--- src/crf_pkg.sv ---
package crf_pkg;

    localparam int SAMPLE_W = 24;
    localparam int COEF_W   = 18;
    localparam int COUNT_W  = 5;
    localparam int COEF_FRAC = 16;
    localparam int PROD_W   = SAMPLE_W + COEF_W;
    localparam int ACC_W    = PROD_W + 2;
    localparam int SHIFT_W  = ACC_W - COEF_FRAC;

    localparam logic [COUNT_W-1:0] DEFAULT_STAGES = 5'd4;

    localparam logic [SAMPLE_W-1:0] SAMPLE_MAX = 24'h7F_FFFF;
    localparam logic [SAMPLE_W-1:0] SAMPLE_MIN = 24'h80_0000;

    // Configuration register indexes
    localparam logic [1:0] REG_STAGE_COUNT  = 2'd0;
    localparam logic [1:0] REG_INPUT_GAIN   = 2'd1;
    localparam logic [1:0] REG_FEEDBACK_ONE = 2'd2;
    localparam logic [1:0] REG_FEEDBACK_TWO = 2'd3;

    localparam logic [COEF_W-1:0] INPUT_GAIN_RESET = 18'h1_0000;

    typedef struct packed {
        logic signed [COEF_W-1:0] c1;
        logic signed [COEF_W-1:0] c2;
        logic signed [COEF_W-1:0] c3;
    } crf_coef_t;

    // Sample moving along the chain
    typedef struct packed {
        logic                       valid;
        logic signed [SAMPLE_W-1:0] data;
    } crf_tok_t;

endpackage

--- src/crf_cell.sv ---
module crf_cell
(
    input  logic               clk,
    input  logic               rst_n,
    input  logic               en,
    input  crf_pkg::crf_coef_t coef,
    input  crf_pkg::crf_tok_t  tok_in,
    output crf_pkg::crf_tok_t  tok_out
);

    logic signed [crf_pkg::SAMPLE_W-1:0] d1_reg, d1_next;
    logic signed [crf_pkg::SAMPLE_W-1:0] d2_reg, d2_next;
    logic                                 mul_valid_reg, mul_valid_next;
    logic signed [crf_pkg::PROD_W-1:0]    p0_reg, p1_reg, p2_reg;
    logic signed [crf_pkg::PROD_W-1:0]    p0_next, p1_next, p2_next;
    crf_pkg::crf_tok_t                    out_reg, out_next;
    logic signed [crf_pkg::ACC_W-1:0]     acc;
    logic signed [crf_pkg::SHIFT_W-1:0]   shifted;
    logic signed [crf_pkg::SAMPLE_W-1:0]  y;

    // Multiply stage
    always_comb
    begin
        mul_valid_next = tok_in.valid & en;
        p0_next = crf_pkg::PROD_W'(coef.c1 * tok_in.data);
        p1_next = crf_pkg::PROD_W'(coef.c2 * d1_reg);
        p2_next = crf_pkg::PROD_W'(coef.c3 * d2_reg);
    end

    // Sum, floor shift and saturate
    always_comb
    begin
        acc = crf_pkg::ACC_W'(p0_reg) + crf_pkg::ACC_W'(p1_reg) - crf_pkg::ACC_W'(p2_reg);
        shifted = acc[crf_pkg::ACC_W-1:crf_pkg::COEF_FRAC];
        if (shifted[crf_pkg::SHIFT_W-1:crf_pkg::SAMPLE_W-1] == '0 ||
            shifted[crf_pkg::SHIFT_W-1:crf_pkg::SAMPLE_W-1] == '1)
        begin
            y = shifted[crf_pkg::SAMPLE_W-1:0];
        end
        else if (shifted[crf_pkg::SHIFT_W-1])
        begin
            y = crf_pkg::SAMPLE_MIN;
        end
        else
        begin
            y = crf_pkg::SAMPLE_MAX;
        end

        d1_next = d1_reg;
        d2_next = d2_reg;
        out_next.valid = mul_valid_reg;
        out_next.data  = out_reg.data;
        if (mul_valid_reg)
        begin
            d2_next = d1_reg;
            d1_next = y;
            out_next.data = y;
        end
    end

    always_ff @(posedge clk or negedge rst_n)
    begin
        if (!rst_n)
        begin
            d1_reg        <= '0;
            d2_reg        <= '0;
            mul_valid_reg <= 1'b0;
            out_reg       <= '0;
        end
        else
        begin
            d1_reg        <= d1_next;
            d2_reg        <= d2_next;
            mul_valid_reg <= mul_valid_next;
            out_reg       <= out_next;
        end
    end

    always_ff @(posedge clk)
    begin
        p0_reg       <= p0_next;
        p1_reg       <= p1_next;
        p2_reg       <= p2_next;
    end

    assign tok_out = out_reg;

endmodule

--- config.mk ---
export PLATFORM = sky130hd
export DESIGN_NAME = crf_cell
export DESIGN_NICKNAME = d
export VERILOG_FILES = /design/src/crf_pkg.sv /design/src/crf_cell.sv
export SDC_FILE = /design/constraint.sdc
export NUM_CORES = 2
export LEC_CHECK = 0
export BUFFER_PORTS_ARGS = -buffer_cell sky130_fd_sc_hd__buf_2
export CAP_MARGIN = 5
export CORE_ASPECT_RATIO = 0.7
export CORE_MARGIN = 2
export CORE_UTILIZATION = 50
export CTS_BUF_LIST = sky130_fd_sc_hd__clkbuf_4
export DETAILED_ROUTE_END_ITERATION = 10
export HOLD_SLACK_MARGIN = 0.12
export PLACE_DENSITY = 0.73
export REMOVE_ABC_BUFFERS = 1
export SLEW_MARGIN = 10
export SYNTH_ARGS = -nofsm -noshare
export SYNTH_HDL_FRONTEND = slang
export SYNTH_SLANG_ARGS = --single-unit
--- constraint.sdc ---
create_clock -name clk -period 12.9 [get_ports clk]
set_input_delay 1.29 -clock clk [delete_from_list [all_inputs] [get_ports clk]]
set_output_delay 1.29 -clock clk [all_outputs]
set_load 0.05 [all_outputs]
==> metrics.json <==
{
  "postSynth.asyncResetShare": 0.284,
  "critical_path.startpoint_type": "input port",
  "worst-r2r-cell-count": 24,
  "filler_cell_count": 9655,
  "slowest_stage": "clkinv_1",
  "via_per_inst": 5.25,
  "clock_h_tree_levels": 4,
  "setup_total_negative_slack_ps": 0,
  "synth_area_per_inst_sq_um": 9.04,
  "crit-reg2reg-capture": "p2_reg[41]",
  "drt-initial-drc-count": 3035,
  "detailroute.via_count": 38197,
  "path_clk_slew_ps": 180,
  "fmax_ghz": 0.126,
  "crit_path_start": "coef[17]",
  "critical_path_peak_fanout": 19,
  "final-setup-viol-count": 0,
  "initial_utilization": 0.504,
  "numCtsBuffers": 17,
  "clock_root_cell": "clkbuf_4",
  "post_synth_num_cell_types": 63,
  "timing.reg2reg.setup_slack_ps": 5100,
  "min_period_over_period": 0.614,
  "maxSlewHeadroom": 0.181,
  "dieHeight_microns": 278,
  "largest_cells_by_area_after_synthesis": "fa_1, inv_1, ha_1",
  "final_hold_viol_count": 0,
  "grt_antenna_before_repair": 4,
  "postSynthRegisterBits": 176,
  "min-delay-start": "d1_reg[5]",
  "clkLatencyLatePin_ps": 720,
  "critical_path.cell_chain": "buf_2 > clkinv_1 > nor2_1 > fa_1 > fa_1 > fa_1 > fa_1 > fa_1 > inv_1 > fa_1 > inv_1 > ha_1 > and3_1 > and3_1 > a31oi_1 > o21ai_0 > a31oi_1 > o221ai_1 > a41o_1 > o221a_2 > a211o_1 > a21oi_1 > xnor2_1",
  "grt_setup_unrepaired": "no",
  "port-buffer-count": 106,
  "critical_path.endpoint_type": "flop",
  "grt_start_max_net_pins": 62,
  "timing.hold.worst.class": "flop to flop",
  "nNetsFinal": 7585,
  "synth_flop_type": "dfxtp_1",
  "wire_per_inst_microns": 18.2,
  "cell_types_with_the_highest_counts_after_synthesis": "inv_1, fa_1, nand2_1",
  "num_rows": 100,
  "post_route_drc": 0,
  "max_stage_delay_ps": 600,
  "cp_common_cell": "fa_1",
  "setup_clock_skew_after_layout_ps": 46.5,
  "final_period_minus_worst_setup_slack_ps": 7910,
  "area_growth_syn_to_layout_pct": 3.47,
  "tightestPinTransition_ps": 1230,
  "final-max-slew-violation-count": 0,
  "grt_pass1_vias": 40899,
  "synth_seq_area_share": 0.0703,
  "global_route_wire_length_before_repair_microns": 221000,
  "cts_num_sinks": 176,
  "postSynthCellCount": 5936,
  "grt_overflow": 0,
  "synth.top_cell.area_share": 0.491,
  "core_region_area_sq_um": 106000,
  "final_antenna_net_count": 0,
  "cts.repair_timing.setup_buffer_count": 0,
  "cts_repair_resize_count": 0,
  "crit_end": "p2_reg[41]",
  "multi_input_area_sq_um": 42600,
  "yosysWarnings": 0,
  "initial_drt_pass_iterations": 6,
  "synth_enable_flop_cells": 0,
  "cts.hold.buffers_added": 0,
  "cts_tree": "done",
  "critPathArrivalTime_ps": 8540,
  "hold_path_depth": 1,
  "yosys.area.top_type": "fa_1",
  "layout.area.seq_sq_um": 3770,
  "floorplan.die_area_sq_um": 110000,
  "r2r_start": "d2_reg[11]",
  "dp.final_hpwl_microns": 107000,
  "drive_gt1_frac": 0.0370,
  "io-pin-count": 107,
  "cts.path.max_buffers": 2,
  "globalplace.congestion": 0.961,
  "grt_usage": 0.254,
  "timing.critical_path.required_ps": 13520,
  "wl_microns": 133000,
  "run_status": "finished clean",
  "crit_type": "input port to flop",
  "dieWidth_microns": 396,
  "max-cap-violations": 0,
  "yosysMostFrequentCell": "inv_1",
  "syn-cell-area_sq_um": 53600
}
[area by class of cell]
| cell class | instances | share of cell area |
|---|---|---|
| antenna | 5 | 0.000225 |
| clock buffer | 17 | 0.00230 |
| clock inverter | 15 | 0.00397 |
| inverter | 1659 | 0.112 |
| multi-input combinational | 3844 | 0.768 |
| sequential | 176 | 0.0680 |
| tap | 1428 | 0.0322 |
| timing repair buffer | 131 | 0.0129 |
[how the worst min path moves through the flow]
stage | endpoint | slack [ps]
after CTS | d2_reg[5] | 560
after floorplan | p2_reg[0] | 680
after global routing | d2_reg[6] | 580
after detailed placement | d2_reg[5] | 510
after global placement | d2_reg[5] | 500
final | d2_reg[5] | 550
[layer usage]
metal	vias to the layer above	GRT usage	part of all wire
li1	16819	-	-
met1	19372	0.371	0.43
met2	1807	0.387	0.44
met3	199	0.0573	0.11
met4	0	0.0589	0.023
met5	-	0	0
[worst max-delay path: cells and delay by family]
kind,cells,cell delay [ps]
AO/OA/AOI/OAI,8,2260
adder cells (fa/ha/maj),7,3170
AND/OR/NAND/NOR,3,750
XOR/XNOR,1,130
buffers and inverters,4,910
[kinds of logic after synthesis]
group           share of synthesized area
simple gates                        0.136
mux                               0.00543
fa+ha+maj                           0.575
buf+inv                             0.135
xor+xnor                           0.0251
compound gates                     0.0539
flops                              0.0703
[metrics by stage]
stage          hold slack (ps)  area [sq um]  setup WS [ps]  utilization  cells
6_report                   553         55500           4990        0.522   7275
5_1_grt                    575         55500           4830        0.522   7271
4_1_cts                    557         55500           5180        0.522   7270
3_5_place_dp               506         55100           4400        0.519   7238
3_3_place_gp               500         55100           4480        0.519   7238
2_1_floorplan              677         52600           5720            -   5679
[cells in the final DEF, fill, tap and decap left out, types with 5 or more instances in the layout]
master    count
a211o_1       6
a211oi_1     10
a21o_1       80
a21oi_1     131
a221oi_1      5
a31oi_1      14
and2_1      453
and3_1       16
buf_2       106
buf_4        25
clkbuf_4     17
clkinv_8      6
dfrtp_1      49
dfxtp_1     126
diode_2       5
fa_1       1316
ha_1        358
inv_1      1657
mux2_2       25
nand2_1     847
nand2b_1     36
nand3_1      32
nor2_1      121
nor2b_1      12
nor3_1       12
o21a_1       13
o21ai_0      80
o21bai_1     21
o22ai_1       5
o22ai_2      20
o31ai_1       7
or3_1         5
xnor2_1     112
xor2_1       42
Power is left out: the tool's default activity adds up to more than one toggle a clock period on the data nets, which glitch-free logic cannot reach.
